**src/sv/spag_pkg.sv**
```systemverilog
// shared constants, codes and control types for the spectrum periodize address generator
// no dependencies; every other file of the block uses it by scoped names
package spag_pkg;

	localparam int CFG_W     = 11;
	localparam int ZOOM_W    = 4;
	localparam int CFG_IDX_W = 2;
	localparam int COORD_W   = 10;
	localparam int DEST_W    = 26;
	localparam int SEL_W     = 2;

	localparam int NSLOT  = 8;
	localparam int SLOT_W = 3;
	localparam int QDEPTH = 4;
	localparam int QPTR_W = 2;

	localparam logic [CFG_IDX_W-1:0] REG_ROWS = 2'd0;
	localparam logic [CFG_IDX_W-1:0] REG_COLS = 2'd1;
	localparam logic [CFG_IDX_W-1:0] REG_ZOOM = 2'd2;

	localparam logic [CFG_W-1:0]  ROWS_RST = 11'd1024;
	localparam logic [CFG_W-1:0]  COLS_RST = 11'd1024;
	localparam logic [ZOOM_W-1:0] ZOOM_RST = 4'd2;

	localparam logic [SEL_W-1:0] SEL_SELF     = 2'd0;
	localparam logic [SEL_W-1:0] SEL_RIGHT    = 2'd1;
	localparam logic [SEL_W-1:0] SEL_NEXT_ROW = 2'd2;

	typedef logic [1:0] mode_t;
	localparam mode_t MODE_COPY = 2'd0;
	localparam mode_t MODE_Z2   = 2'd1;
	localparam mode_t MODE_ZN   = 2'd2;

	typedef struct packed {
		logic [SLOT_W-1:0]            last_slot;
		logic [NSLOT-1:0][SEL_W-1:0] sel;
	} spag_ctl_t;

endpackage

```
**src/sv/spag_if.sv**
```systemverilog
// valid/ready channel interfaces: source coordinates, destination writes, configuration
// depends on spag_pkg
interface spag_coord_if;
	logic                        valid;
	logic                        ready;
	logic [spag_pkg::COORD_W-1:0] src_row;
	logic [spag_pkg::COORD_W-1:0] src_col;
	modport source (output valid, src_row, src_col, input ready);
	modport sink (input valid, src_row, src_col, output ready);
endinterface

interface spag_addr_if;
	logic                       valid;
	logic                       ready;
	logic [spag_pkg::DEST_W-1:0] dest_index;
	logic [spag_pkg::SEL_W-1:0]  source_select;
	logic                       last_write;
	modport source (output valid, dest_index, source_select, last_write, input ready);
	modport sink (input valid, dest_index, source_select, last_write, output ready);
endinterface

interface spag_cfg_if;
	logic                          valid;
	logic                          ready;
	logic [spag_pkg::CFG_IDX_W-1:0] index;
	logic [spag_pkg::CFG_W-1:0]     data;
	modport source (output valid, index, data, input ready);
	modport sink (input valid, index, data, output ready);
endinterface

```
**src/sv/spag_front.sv**
```systemverilog
// front end: configuration registers, range check and a three stage index pipeline
// that turns one source coordinate into a packed list of destination writes
// depends on spag_pkg and spag_if
module spag_front #(
	parameter int MAX_ROWS = 1024,
	parameter int MAX_COLS = 1024,
	parameter int MAX_ZOOM = 8,
	parameter int IW       = 26
) (
	input  logic                                   clk,
	input  logic                                   arst_n,
	spag_cfg_if.sink                               cfg,
	spag_coord_if.sink                             coord,
	input  logic                                   full,
	output logic                                   push,
	output logic [spag_pkg::NSLOT-1:0][IW-1:0]     push_idx,
	output spag_pkg::spag_ctl_t                    push_ctl
);

	localparam int RW  = $clog2(MAX_ROWS + 1);
	localparam int CLW = $clog2(MAX_COLS + 1);
	localparam int ZW  = $clog2(MAX_ZOOM + 1);
	localparam int FCW = $clog2(MAX_COLS / 2 + 2);
	localparam int ZCW = $clog2(MAX_COLS * MAX_ZOOM / 2 + 2);
	localparam int ZRW = $clog2(MAX_ROWS * MAX_ZOOM + 1);
	localparam int CZW = CLW + ZW;
	localparam int KW  = FCW + 1;

	// configuration registers
	logic [spag_pkg::CFG_W-1:0]  rows_q;
	logic [spag_pkg::CFG_W-1:0]  cols_q;
	logic [spag_pkg::ZOOM_W-1:0] zoom_q;

	assign cfg.ready = 1'b1;

	always_ff @(posedge clk or negedge arst_n) begin
		if (!arst_n) begin
			rows_q <= spag_pkg::ROWS_RST;
			cols_q <= spag_pkg::COLS_RST;
			zoom_q <= spag_pkg::ZOOM_RST;
		end else if (cfg.valid) begin
			unique case (cfg.index)
				spag_pkg::REG_ROWS: rows_q <= cfg.data;
				spag_pkg::REG_COLS: cols_q <= cfg.data;
				spag_pkg::REG_ZOOM: zoom_q <= cfg.data[spag_pkg::ZOOM_W-1:0];
				default: ;
			endcase
		end
	end

	// stage enables, back to front
	logic v_s1, v_s2, v_s3;
	logic en1, en2, en3;

	assign en3 = !v_s3 || !full;
	assign en2 = !v_s2 || en3;
	assign en1 = !v_s1 || en2;
	assign coord.ready = en1;
	assign push = v_s3 && !full;

	// geometry from the registers, saturated into range
	logic [RW-1:0]        rows_c;
	logic [CLW-1:0]       cols_c;
	logic [ZW-1:0]        z_c;
	logic [FCW-1:0]       fc_c;
	logic [CZW-1:0]       cz_c;
	logic [ZCW-1:0]       zc_c;
	logic [ZRW-1:0]       rz1_c;
	spag_pkg::mode_t      mode_c;
	logic                 range_ok_c;
	logic                 lrow_c;
	logic                 lcol_c;

	always_comb begin
		rows_c = (rows_q == '0) ? RW'(1) :
			((rows_q > MAX_ROWS) ? RW'(MAX_ROWS) : RW'(rows_q));
		cols_c = (cols_q == '0) ? CLW'(1) :
			((cols_q > MAX_COLS) ? CLW'(MAX_COLS) : CLW'(cols_q));
		z_c    = (zoom_q > MAX_ZOOM) ? ZW'(MAX_ZOOM) : ZW'(zoom_q);
		fc_c   = FCW'(cols_c >> 1) + FCW'(1);
		cz_c   = CZW'(cols_c) * CZW'(z_c);
		if (z_c <= ZW'(1)) begin
			mode_c = spag_pkg::MODE_COPY;
		end else if (z_c == ZW'(2)) begin
			mode_c = spag_pkg::MODE_Z2;
		end else begin
			mode_c = spag_pkg::MODE_ZN;
		end
		// plain copy uses the source width as row pitch
		zc_c  = (mode_c == spag_pkg::MODE_COPY) ? ZCW'(fc_c) : (ZCW'(cz_c >> 1) + ZCW'(1));
		rz1_c = ZRW'(rows_c) * ZRW'(z_c - ZW'(1));
		range_ok_c = (coord.src_row < rows_c) && (coord.src_col < fc_c);
		lrow_c = (32'(coord.src_row) == 32'(rows_c) - 32'd1);
		lcol_c = (32'(coord.src_col) == 32'(fc_c) - 32'd1);
	end

	// stage 1
	logic [spag_pkg::COORD_W-1:0] r_s1, c_s1;
	logic [RW-1:0]                rows_s1;
	logic [FCW-1:0]               fc_s1;
	logic [ZCW-1:0]               zc_s1;
	logic [ZRW-1:0]               rz1_s1;
	spag_pkg::mode_t              mode_s1;
	logic                         lrow_s1, lcol_s1;

	always_ff @(posedge clk or negedge arst_n) begin
		if (!arst_n) begin
			v_s1 <= 1'b0;
		end else if (en1) begin
			// out-of-range coordinates are dropped here
			v_s1 <= coord.valid && range_ok_c;
		end
	end

	always_ff @(posedge clk) begin
		if (en1) begin
			r_s1    <= coord.src_row;
			c_s1    <= coord.src_col;
			rows_s1 <= rows_c;
			fc_s1   <= fc_c;
			zc_s1   <= zc_c;
			rz1_s1  <= rz1_c;
			mode_s1 <= mode_c;
			lrow_s1 <= lrow_c;
			lcol_s1 <= lcol_c;
		end
	end

	// stage 2: row base products
	logic [IW-1:0]   p_top_s2, p_bot_s2, p_bt_s2, p_tb_s2, p_tbr_s2, p_lim_s2;
	logic [IW-1:0]   c_s2;
	logic [KW-1:0]   koff_s2, doff_s2;
	spag_pkg::mode_t mode_s2;
	logic            lrow_s2, lcol_s2;

	logic [IW-1:0] zc_w, r_w, rows_w;
	logic [KW-1:0] koff_c, doff_c;

	always_comb begin
		zc_w   = IW'(zc_s1);
		r_w    = IW'(r_s1);
		rows_w = IW'(rows_s1);
		koff_c = (KW'(fc_s1) << 1) - KW'(c_s1) - KW'(2);
		doff_c = ((KW'(fc_s1) - KW'(c_s1)) << 1) - KW'(1);
	end

	always_ff @(posedge clk or negedge arst_n) begin
		if (!arst_n) begin
			v_s2 <= 1'b0;
		end else if (en2) begin
			v_s2 <= v_s1;
		end
	end

	always_ff @(posedge clk) begin
		if (en2) begin
			p_top_s2 <= r_w * zc_w;
			p_bot_s2 <= (IW'(rz1_s1) + r_w) * zc_w;
			p_bt_s2  <= (IW'(rz1_s1) - r_w - IW'(1)) * zc_w;
			p_tb_s2  <= (rows_w - r_w - IW'(1)) * zc_w;
			p_tbr_s2 <= (((rows_w - r_w) << 1) - IW'(1)) * zc_w;
			p_lim_s2 <= ((rows_w << 1) - IW'(1)) * zc_w;
			c_s2     <= IW'(c_s1);
			koff_s2  <= koff_c;
			doff_s2  <= doff_c;
			mode_s2  <= mode_s1;
			lrow_s2  <= lrow_s1;
			lcol_s2  <= lcol_s1;
		end
	end

	// stage 3: the eight candidate indices
	logic [IW-1:0]   tl_s3, bl_s3, tr_s3, br_s3, tbl_s3, tbr_s3, btl_s3, btr_s3, lim_s3;
	spag_pkg::mode_t mode_s3;
	logic            lrow_s3, lcol_s3;

	always_ff @(posedge clk or negedge arst_n) begin
		if (!arst_n) begin
			v_s3 <= 1'b0;
		end else if (en3) begin
			v_s3 <= v_s2;
		end
	end

	always_ff @(posedge clk) begin
		if (en3) begin
			tl_s3   <= p_top_s2 + c_s2;
			bl_s3   <= p_bot_s2 + c_s2;
			tr_s3   <= p_top_s2 + IW'(koff_s2);
			br_s3   <= p_bot_s2 + IW'(koff_s2);
			tbl_s3  <= p_top_s2 + c_s2 + (p_tb_s2 << 1);
			tbr_s3  <= p_top_s2 + IW'(koff_s2) + p_tbr_s2 + IW'(1);
			btl_s3  <= p_bt_s2 + c_s2;
			btr_s3  <= p_bt_s2 + c_s2 + IW'(doff_s2);
			lim_s3  <= p_lim_s2;
			mode_s3 <= mode_s2;
			lrow_s3 <= lrow_s2;
			lcol_s3 <= lcol_s2;
		end
	end

	// pack the writes in emission order
	logic [spag_pkg::SEL_W-1:0] selr, seln;
	logic                       tbr_ok;

	always_comb begin
		selr   = lcol_s3 ? spag_pkg::SEL_SELF : spag_pkg::SEL_RIGHT;
		seln   = lrow_s3 ? spag_pkg::SEL_SELF : spag_pkg::SEL_NEXT_ROW;
		tbr_ok = tbr_s3 < lim_s3;
		push_idx = '0;
		push_ctl.sel = '0;
		push_ctl.last_slot = '0;
		push_idx[0] = tl_s3;
		unique case (mode_s3)
			spag_pkg::MODE_COPY: begin
				push_ctl.last_slot = spag_pkg::SLOT_W'(0);
			end
			spag_pkg::MODE_Z2: begin
				push_idx[1] = bl_s3;
				push_idx[2] = tr_s3;
				push_idx[3] = br_s3;
				push_ctl.sel[2] = selr;
				push_ctl.sel[3] = selr;
				push_ctl.last_slot = spag_pkg::SLOT_W'(3);
			end
			spag_pkg::MODE_ZN: begin
				push_idx[1] = bl_s3;
				push_idx[2] = tbl_s3;
				push_ctl.sel[2] = seln;
				if (tbr_ok) begin
					push_idx[3] = tbr_s3;
					push_idx[4] = btr_s3;
					push_idx[5] = btl_s3;
					push_idx[6] = tr_s3;
					push_idx[7] = br_s3;
					push_ctl.sel[6] = selr;
					push_ctl.sel[7] = selr;
					push_ctl.last_slot = spag_pkg::SLOT_W'(7);
				end else begin
					push_idx[3] = btr_s3;
					push_idx[4] = btl_s3;
					push_idx[5] = tr_s3;
					push_idx[6] = br_s3;
					push_ctl.sel[5] = selr;
					push_ctl.sel[6] = selr;
					push_ctl.last_slot = spag_pkg::SLOT_W'(6);
				end
			end
			default: begin
				push_ctl.last_slot = spag_pkg::SLOT_W'(0);
			end
		endcase
	end

endmodule

```
**src/sv/spag_queue.sv**
```systemverilog
// short queue of packed write lists between the front pipeline and the write sequencer
// depends on spag_pkg
module spag_queue #(
	parameter int IW = 26
) (
	input  logic                                clk,
	input  logic                                arst_n,
	input  logic                                push,
	input  logic [spag_pkg::NSLOT-1:0][IW-1:0]  push_idx,
	input  spag_pkg::spag_ctl_t                 push_ctl,
	input  logic                                pop,
	output logic                                full,
	output logic                                empty,
	output logic [spag_pkg::NSLOT-1:0][IW-1:0]  head_idx,
	output spag_pkg::spag_ctl_t                 head_ctl
);

	logic [spag_pkg::NSLOT-1:0][IW-1:0] idx_q [spag_pkg::QDEPTH];
	spag_pkg::spag_ctl_t                ctl_q [spag_pkg::QDEPTH];
	logic [spag_pkg::QPTR_W-1:0]        wr_q, rd_q;
	logic [spag_pkg::QPTR_W:0]          cnt_q;

	assign full  = (cnt_q == (spag_pkg::QPTR_W+1)'(spag_pkg::QDEPTH));
	assign empty = (cnt_q == '0);
	assign head_idx = idx_q[rd_q];
	assign head_ctl = ctl_q[rd_q];

	always_ff @(posedge clk or negedge arst_n) begin
		if (!arst_n) begin
			wr_q  <= '0;
			rd_q  <= '0;
			cnt_q <= '0;
		end else begin
			if (push) begin
				wr_q <= wr_q + spag_pkg::QPTR_W'(1);
			end
			if (pop) begin
				rd_q <= rd_q + spag_pkg::QPTR_W'(1);
			end
			if (push && !pop) begin
				cnt_q <= cnt_q + (spag_pkg::QPTR_W+1)'(1);
			end else if (pop && !push) begin
				cnt_q <= cnt_q - (spag_pkg::QPTR_W+1)'(1);
			end
		end
	end

	always_ff @(posedge clk) begin
		if (push) begin
			idx_q[wr_q] <= push_idx;
			ctl_q[wr_q] <= push_ctl;
		end
	end

endmodule

```
**src/sv/spag_back.sv**
```systemverilog
// write sequencer: steps through the head list of the queue, one destination write per cycle while addr.ready is high
// depends on spag_pkg and spag_if
module spag_back #(
	parameter int IW = 26
) (
	input  logic                                clk,
	input  logic                                arst_n,
	input  logic                                empty,
	input  logic [spag_pkg::NSLOT-1:0][IW-1:0]  head_idx,
	input  spag_pkg::spag_ctl_t                 head_ctl,
	output logic                                pop,
	spag_addr_if.source                         addr
);

	logic [spag_pkg::SLOT_W-1:0] slot_q;
	logic [IW-1:0]               cur_idx;
	logic                        fire;

	assign cur_idx            = head_idx[slot_q];
	assign addr.valid         = !empty;
	assign addr.dest_index    = cur_idx[spag_pkg::DEST_W-1:0];
	assign addr.source_select = head_ctl.sel[slot_q];
	assign addr.last_write    = (slot_q == head_ctl.last_slot);
	assign fire               = addr.valid && addr.ready;
	assign pop                = fire && addr.last_write;

	always_ff @(posedge clk or negedge arst_n) begin
		if (!arst_n) begin
			slot_q <= '0;
		end else if (fire) begin
			slot_q <= pop ? '0 : slot_q + spag_pkg::SLOT_W'(1);
		end
	end

endmodule

```
**src/sv/spectrum_periodize_address_gen.sv**
```systemverilog
// Scatter address generator for spreading a real 2-D FFT half spectrum into the half spectrum
// of a zoomed image. Each accepted (src_row, src_col) yields 1 write at zoom 1 or below, 4 at
// zoom 2, and 7 or 8 at larger zooms (the top-bottom right write is dropped past the bound),
// the last one flagged with last_write. Items outside the spectrum yield nothing. Writes leave
// one per cycle while addr.ready is high, so the single write port of the sequencer sets the
// sustained rate. The front pipeline is registered, and a 4-entry queue lets it run ahead of
// the sequencer, so a new coordinate is taken while earlier writes are still going out.
// depends on spag_pkg, spag_if, spag_front, spag_queue and spag_back
module spectrum_periodize_address_gen #(
	parameter int MAX_ROWS = 1024,
	parameter int MAX_COLS = 1024,
	parameter int MAX_ZOOM = 8
) (
	input  logic        clk,
	input  logic        arst_n,
	spag_cfg_if.sink    cfg,
	spag_coord_if.sink  coord,
	spag_addr_if.source addr
);

	localparam int IW_RAW = $clog2(MAX_ROWS * MAX_ZOOM + 1) + $clog2(MAX_COLS * MAX_ZOOM / 2 + 2);
	localparam int IW     = (IW_RAW > spag_pkg::DEST_W) ? IW_RAW : spag_pkg::DEST_W;

	logic                               push, pop, full, empty;
	logic [spag_pkg::NSLOT-1:0][IW-1:0] push_idx, head_idx;
	spag_pkg::spag_ctl_t                push_ctl, head_ctl;

	spag_front #(
		.MAX_ROWS (MAX_ROWS),
		.MAX_COLS (MAX_COLS),
		.MAX_ZOOM (MAX_ZOOM),
		.IW       (IW)
	) u_front (
		.clk      (clk),
		.arst_n   (arst_n),
		.cfg      (cfg),
		.coord    (coord),
		.full     (full),
		.push     (push),
		.push_idx (push_idx),
		.push_ctl (push_ctl)
	);

	spag_queue #(
		.IW (IW)
	) u_queue (
		.clk      (clk),
		.arst_n   (arst_n),
		.push     (push),
		.push_idx (push_idx),
		.push_ctl (push_ctl),
		.pop      (pop),
		.full     (full),
		.empty    (empty),
		.head_idx (head_idx),
		.head_ctl (head_ctl)
	);

	spag_back #(
		.IW (IW)
	) u_back (
		.clk      (clk),
		.arst_n   (arst_n),
		.empty    (empty),
		.head_idx (head_idx),
		.head_ctl (head_ctl),
		.pop      (pop),
		.addr     (addr)
	);

endmodule

```
**src/flat_wrapper.sv**
```systemverilog
// flat-port wrapper written by rule: the top's interface ports become plain ports
module spectrum_periodize_address_gen_flat 
#(
	parameter int MAX_ROWS = 1024,
	parameter int MAX_COLS = 1024,
	parameter int MAX_ZOOM = 8
)
  (clk, arst_n, cfg_valid, cfg_index, cfg_data, cfg_ready, coord_valid, coord_src_row, coord_src_col, coord_ready, addr_valid, addr_dest_index, addr_source_select, addr_last_write, addr_ready);
  spag_cfg_if cfg_i ();
  spag_coord_if coord_i ();
  spag_addr_if addr_i ();
  input  logic clk;
  input  logic arst_n;
  input wire logic [$bits(cfg_i.valid)-1:0] cfg_valid;
  input wire logic [$bits(cfg_i.index)-1:0] cfg_index;
  input wire logic [$bits(cfg_i.data)-1:0] cfg_data;
  output wire logic [$bits(cfg_i.ready)-1:0] cfg_ready;
  input wire logic [$bits(coord_i.valid)-1:0] coord_valid;
  input wire logic [$bits(coord_i.src_row)-1:0] coord_src_row;
  input wire logic [$bits(coord_i.src_col)-1:0] coord_src_col;
  output wire logic [$bits(coord_i.ready)-1:0] coord_ready;
  output wire logic [$bits(addr_i.valid)-1:0] addr_valid;
  output wire logic [$bits(addr_i.dest_index)-1:0] addr_dest_index;
  output wire logic [$bits(addr_i.source_select)-1:0] addr_source_select;
  output wire logic [$bits(addr_i.last_write)-1:0] addr_last_write;
  input wire logic [$bits(addr_i.ready)-1:0] addr_ready;
  assign cfg_i.valid = cfg_valid;
  assign cfg_i.index = cfg_index;
  assign cfg_i.data = cfg_data;
  assign cfg_ready = cfg_i.ready;
  assign coord_i.valid = coord_valid;
  assign coord_i.src_row = coord_src_row;
  assign coord_i.src_col = coord_src_col;
  assign coord_ready = coord_i.ready;
  assign addr_valid = addr_i.valid;
  assign addr_dest_index = addr_i.dest_index;
  assign addr_source_select = addr_i.source_select;
  assign addr_last_write = addr_i.last_write;
  assign addr_i.ready = addr_ready;
  spectrum_periodize_address_gen #(.MAX_ROWS(MAX_ROWS), .MAX_COLS(MAX_COLS), .MAX_ZOOM(MAX_ZOOM)) u_core (.clk(clk), .arst_n(arst_n), .cfg(cfg_i), .coord(coord_i), .addr(addr_i));
endmodule
```
**config.mk**
```make
export PLATFORM = sky130hd
export DESIGN_NAME = spectrum_periodize_address_gen_flat
export DESIGN_NICKNAME = d
export VERILOG_FILES = /design/src/sv/spag_pkg.sv /design/src/sv/spag_if.sv /design/src/sv/spag_front.sv /design/src/sv/spag_queue.sv /design/src/sv/spag_back.sv /design/src/sv/spectrum_periodize_address_gen.sv /design/src/flat_wrapper.sv
export SDC_FILE = /design/constraint.sdc
export NUM_CORES = 2
export LEC_CHECK = 0
export BUFFER_PORTS_ARGS = -buffer_cell sky130_fd_sc_hd__buf_2
export CELL_PAD_IN_SITES_DETAIL_PLACEMENT = 0
export CELL_PAD_IN_SITES_GLOBAL_PLACEMENT = 1
export CORE_ASPECT_RATIO = 0.5
export CORE_MARGIN = 2
export CORE_UTILIZATION = 49
export CTS_CLUSTER_SIZE = 16
export DETAILED_ROUTE_END_ITERATION = 8
export MAX_ROUTING_LAYER = met4
export PLACE_DENSITY_LB_ADDON = 0.1
export SLEW_MARGIN = 20
export SYNTH_ARGS = -nofsm -noshare
export SYNTH_HDL_FRONTEND = slang
export SYNTH_SLANG_ARGS = --single-unit
```
**constraint.sdc**
```tcl
create_clock -name clk -period 8.26 [get_ports clk]
set_clock_uncertainty 0.1 [all_clocks]
set_input_delay 0.413 -clock clk [delete_from_list [all_inputs] [get_ports clk]]
set_output_delay 0.413 -clock clk [all_outputs]
set_load 0.01 [all_outputs]
```
Word level (Yosys, flattened, before mapping):

Memories as Yosys holds them, arrays and structs flattened.
Cells that the tools add are included.

* add/subtract/negate cells: 30
* multiply operators: 8
* divide/modulo/power cells: 0
* $lt $le $gt $ge: 8
* eq/ne operators: 9
* shift operators: 0
* mux-type cells: 30
* bitwise operators: 0
* reductions and logical operators: 26

Operators by type and width (count)
* $mux W108: 2
* $pmux W81 S2: 1
* $add A27 B10 Y27: 3
* $add A27 B11 Y27: 3
* $bmux W27 S3: 1
* $eq A10 B32 Y1: 2
* $add A27 B27 Y27: 2
* $mux W11: 4
* $add A27 B1 Y27 const B: 1
* $lt A27 B27 Y1: 1
* $mul A13 B14 Y27: 1
* $mul A14 B14 Y27: 1
* $mul A15 B13 Y27: 1
* $mul A16 B14 Y27: 1
* $mul A27 B13 Y26: 1
* $mux W27: 1
* $sub A27 B1 Y27 const B: 1
* $mux W26: 1
* $mul A10 B13 Y23: 1
* $gt A11 B11 Y1 const B: 2
* $logic_not A11 Y1: 2
* $sub A15 B2 Y16 const B: 1
* $add A14 B10 Y15: 1
* $sub A14 B10 Y15: 1
* 43 further kinds: 75

* bits in registers: 555
* latch bits: 0
* RAM bits: 908
* ROM bits: 0
* input bits: 38
* output and inout bits: 32
* word-level logic and storage cells: 157
* memories kept: 2

Memories
* u_core.u_queue.idx_q: depth 4, width 216, read ports 1, clocked after memory_dff 0, write ports 1, RTL line spag_queue.sv:18 `logic [spag_pkg::NSLOT-1:0][IW-1:0] idx_q [spag_pkg::QDEPTH];`
* u_core.u_queue.ctl_q: depth 4, width 11, read ports 1, clocked after memory_dff 0, write ports 1, RTL line spag_queue.sv:19 `spag_pkg::spag_ctl_t ctl_q [spag_pkg::QDEPTH];`

Logic depth before layout (Yosys ltp):

* depth in word-level cells: 7
* mapped depth: 37
* depth with buffers taken out: 35

By module:

From an unflattened synthesis, not the netlist that was laid out.

* cell total of the unflattened synthesis: 8586
* area total of the unflattened synthesis: 106419.6 µm²

Modules (own cells, without submodules)
* spag_front: instances 1, cells each 7201, area each 69952.1 µm², seq. area each 15743.8 µm²
* spag_queue: instances 1, cells each 1262, area each 34555.6 µm², seq. area each 28402.2 µm²
* spag_back: instances 1, cells each 123, area each 1911.8 µm², seq. area each 75.1 µm²

Least setup slack after synthesis:

OpenSTA, ideal clock, no wires.

* path type: reg2reg
* from: register u_core.u_front.r_s1[1] (netlist bit)
* to: register u_core.u_front.p_tbr_s2[26] (data pin)
* setup time: 0.265 ns
* arrival time: 8.370 ns
* data required time: 7.895 ns
* slack: -0.475 ns
* stages on the path, launching flop included: 34
* buffers on the path: 4
* clock period less this slack: 8.735 ns
* cells stage by stage: edfxtp_1 -> clkbuf_1 -> inv_1 -> ha_1 -> nor2b_1 -> o31a_1 -> or4_1 -> o311a_1 -> or4b_1 -> buf_2 -> a2111oi_0 -> or3_1 -> buf_2 -> nand2_1 -> inv_1 -> fa_1 -> inv_1 -> fa_1 -> clkbuf_1 -> inv_1 -> fa_1 -> fa_1 -> fa_1 -> inv_1 -> fa_1 -> inv_1 -> ha_1 -> a21o_1 -> a21o_1 -> a21o_1 -> a21oi_1 -> nor2b_1 -> a311oi_1 -> xnor2_1

* cells in the longest elaborated chain, start to end: 3

Ends and longest elaborated chain
* from (decl): RTL line spag_front.sv:98 `logic [spag_pkg::COORD_W-1:0] r_s1, c_s1;`
* from (signal assigned): RTL line spag_front.sv:117 `r_s1 <= coord.src_row;`
* $sub A11 B10 Y12: RTL line spag_front.sv:161 `p_tbr_s2 <= (((rows_w - r_w) << 1) - IW'(1)) * zc_w;`
* $sub A13 B2 Y14: RTL line spag_front.sv:161
* $mul A14 B14 Y27: RTL line spag_front.sv:161
* to (signal assigned): RTL line spag_front.sv:161
* to (decl): RTL line spag_front.sv:130 `logic [IW-1:0] p_top_s2, p_bot_s2, p_bt_s2, p_tb_s2, p_tbr_s2, p_lim_s2;`

No other way between the ends.
A chain may end at the register's enable or synchronous reset.

Final worst setup path:

* from: register u_core.u_front.r_s1[0] (netlist bit)
* to: register u_core.u_front.p_bt_s2[24] (data pin)

* cells in the longest elaborated chain, start to end: 3

Ends and longest elaborated chain
* $sub A14 B10 Y15: RTL line spag_front.sv:159 `p_bt_s2 <= (IW'(rz1_s1) - r_w - IW'(1)) * zc_w;`
* $sub A15 B2 Y16: RTL line spag_front.sv:159
* $mul A16 B14 Y27: RTL line spag_front.sv:159
* to (signal assigned): RTL line spag_front.sv:159
* to (decl): RTL line spag_front.sv:130

No other way between the ends.

==> results.sh <==
export IMPL_first_pass_iters=5
export IMPL_drv_cap=0
export IMPL_cts_root_buf="clkbuf_16"
export IMPL_grt_pass1_vias=64241
export IMPL_drt_iter0_markers=5841
export IMPL_fin_nets=10339
export IMPL_fillers=17343
export IMPL_rsz0062_at_grt="true"
export IMPL_synth_top_flop_cell="edfxtp_1"
export IMPL_synth_top_area_cell="edfxtp_1"
export IMPL_clock_path_buffers=4
export IMPL_start_util_pct=49.5
export IMPL_synth_async_sr_flop_share_pct=2.80
export IMPL_synth_top_area_share_pct=40.1
export IMPL_clk_latency_ns=0.81
export IMPL_setup_slack_ns=-0.0109
export IMPL_synth_area_leaders="edfxtp_1 (40%), fa_1 (19%), ha_1 (8.3%), mux4_2 (5.9%), inv_1 (4.9%)"
export IMPL_netlist_area_sq_mm=0.101
export IMPL_htree_levels=4
export IMPL_wl_per_cell_microns=24.0
export IMPL_hp_class="in2reg"
export IMPL_violations="negative setup slack"
export IMPL_hold_viol=0
export IMPL_syn_nets=9931
export IMPL_max_slew_worst_pin_slew_ns=1.19
export IMPL_synth_edf_count=1352
export IMPL_crit_required_ns=8.64
export IMPL_worstSetupEndpointType="flop"
export IMPL_avgSynthCellArea_sq_um=12.2
export IMPL_fin_crit_ns=8.27
export IMPL_synth_common_cells="edfxtp_1 (1352), inv_1 (1314), fa_1 (937)"
export IMPL_crit_type="reg2reg"
export IMPL_num_rows=117
export IMPL_grt_pass1_wl_mm=418
export IMPL_syn2layout_area_growth_pct=12.1
export IMPL_max_stage_delay_ns=0.53
export IMPL_synth_most_common_cell="edfxtp_1"
export IMPL_pin_count=70
export IMPL_antenna_found_initial=22
export IMPL_ys_seq_area_share_pct=41.0
export IMPL_fmaxAchievable_mhz=121
export IMPL_fin_tns_setup_ns=-0.0109
export IMPL_critical_path_arrival_ns=8.65
export IMPL_startpoint_type="flop"
export IMPL_cts_tree="done"
export IMPL_grt_usage_pct=27.6
export IMPL_clock_sinks=1391
export IMPL_io_buffers=68
export IMPL_setup_viol_count_final=1
export IMPL_core_area_sq_mm=0.205
export IMPL_via_per_inst=5.48
export IMPL_syn_inst=8284
export IMPL_die_area_sq_mm=0.211
export IMPL_vias=63187
export IMPL_outcome="finished with violations"
export IMPL_post_route_period_util_pct=100
export IMPL_slowest_stage="or4b_4"
export IMPL_wl_mm=277
export IMPL_relSlewSlack_pct=19.8
export IMPL_ant_nets=0
export IMPL_ys_types=96
export IMPL_grt_overflow_total=0
export IMPL_slew_viol_final=0
export IMPL_critPathMaxFanout=3
export IMPL_cts_made_buffers=138
export IMPL_synth_seq_cells=1391
export IMPL_grt_max_degree=170
export IMPL_yosys_warnings=0
export IMPL_cp_common_cell="fa_1"
export IMPL_drcViolationCount=0
export IMPL_place_congestion=0.891
export IMPL_final_core_util_pct=55.5
export IMPL_drive_above_1_share_pct=14.6
export IMPL_die_h_microns=326
export IMPL_clk_pin_slew_worst_paths_ns=0.06
export IMPL_post_dp_hpwl_mm=209
export IMPL_die_x_microns=647
## placed cells by master (no fill, tap or decap), types with 102 or more instances in the layout
cell type | synthesis | layout
a21oi_1 | 207 | 185
and2_1 | 393 | 377
buf_4 | 3 | 444
clkbuf_16 | 0 | 141
edfxtp_1 | 1352 | 1352
fa_1 | 937 | 922
ha_1 | 672 | 653
inv_1 | 1314 | 1299
mux4_2 | 265 | 265
nand2_1 | 725 | 708
nand2b_1 | 103 | 102
nor2_1 | 351 | 342
nor2b_1 | 117 | 114
o21ai_0 | 164 | 151
xnor2_1 | 328 | 321
xor2_1 | 167 | 164
## worst paths after layout
check	startpoint	slack, ns	end	cells past startpoint
hold / removal	cfg_index[1]	0.10	u_core.u_front.zoom_q[2]	3
max in group asynchronous	arst_n	7.18	u_core.u_queue.rd_q[1]	3
hold reg to reg	u_core.u_front.p_lim_s2[7]	0.30	u_core.u_front.lim_s3[7]	0
setup / recovery	u_core.u_front.r_s1[0]	-0.01	u_core.u_front.p_bt_s2[24]	34
min in group asynchronous	arst_n	0.25	u_core.u_front.cols_q[1]	3
setup reg to reg	u_core.u_front.r_s1[0]	-0.01	u_core.u_front.p_bt_s2[24]	34
## worst max-delay path: cells and delay by family, from the launching register on
kind	cells	cell delay (ns)
fa+ha+maj	9	3.69
compound gates	9	1.60
flops	1	0.40
simple gates	8	1.59
xor+xnor	2	0.17
buf+inv	6	0.47
## layer usage
| layer | share of wire (%) | vias up | track usage [%] |
|---|---|---|---|
| met5 | 0 | - | - |
| met4 | 1.1 | 0 | 3.34 |
| met3 | 8.2 | 207 | 5.14 |
| met2 | 41 | 1843 | 38.1 |
| met1 | 49 | 32489 | 43.3 |
| li1 | - | 28648 | - |
## kinds of logic (layout without fill, tap and decap cells)
kind of cell             after synthesis  after routing  share of synthesized area, %
buffers and inverters               1643           2148                          6.14
AO/OA/AOI/OAI                        737            737                          4.66
AND/OR/NAND/NOR                     1985           1985                          9.53
other                                  1             12                       0.00370
flip-flops                          1391           1391                          41.0
adder cells (fa/ha/maj)             1609           1609                          26.8
multiplexers                         422            422                          7.51
XOR/XNOR                             496            496                          4.30
## area by class of cell
cell class | count | area, sq um | share of cell area (%)
Timing Repair Buffer | 593 | 4830 | 4.25
Tap cell | 2737 | 3420 | 3.02
Clock buffer | 170 | 3630 | 3.19
Antenna cell | 11 | 27.5 | 0.0242
Clock inverter | 67 | 622 | 0.547
Sequential cell | 1391 | 41600 | 36.6
Inverter | 1318 | 4960 | 4.36
Multi-Input combinational cell | 5250 | 54500 | 48.0
## sequential cells by signal, indices dropped and copies added, names as in the netlist, 26 cells and up
register,flops
u_core.u_front.bl_s3,26
u_core.u_queue.idx_q,824
u_core.u_front.p_bot_s2,26
u_core.u_front.p_bt_s2,26
u_core.u_front.p_lim_s2,26
u_core.u_front.btr_s3,26
u_core.u_front.lim_s3,27
u_core.u_front.tbl_s3,26
u_core.u_front.tbr_s3,27
u_core.u_queue.ctl_q,36
u_core.u_front.btl_s3,26
u_core.u_front.p_tbr_s2,27
## through the flow
stage / instance area, sq um / worst slack (ns) / std cells / hold WS, ns
6_report: 114000 / -0.0109 / 11537 / 0.105
5_1_grt: 114000 / -0.349 / 11530 / 0.115
4_1_cts: 113000 / -0.0212 / 11506 / 0.0662
3_5_place_dp: 108000 / -0.268 / 11223 / 0.305
3_3_place_gp: 108000 / -0.190 / 11221 / 0.303
2_1_floorplan: 101000 / -0.00679 / 8284 / 0.0174
## what timing repair did
action,CTS,global route
setup endpoints to repair,12,36
buffers inserted,12,20
pin swaps,29,120
endpoints found under the hold margin,86,0
hold buffers,34,0
gates resized for setup,42,161
gates cloned,0,1
Power is left out: the tool's default activity adds up to more than one toggle a clock period on the data nets, which glitch-free logic cannot reach.
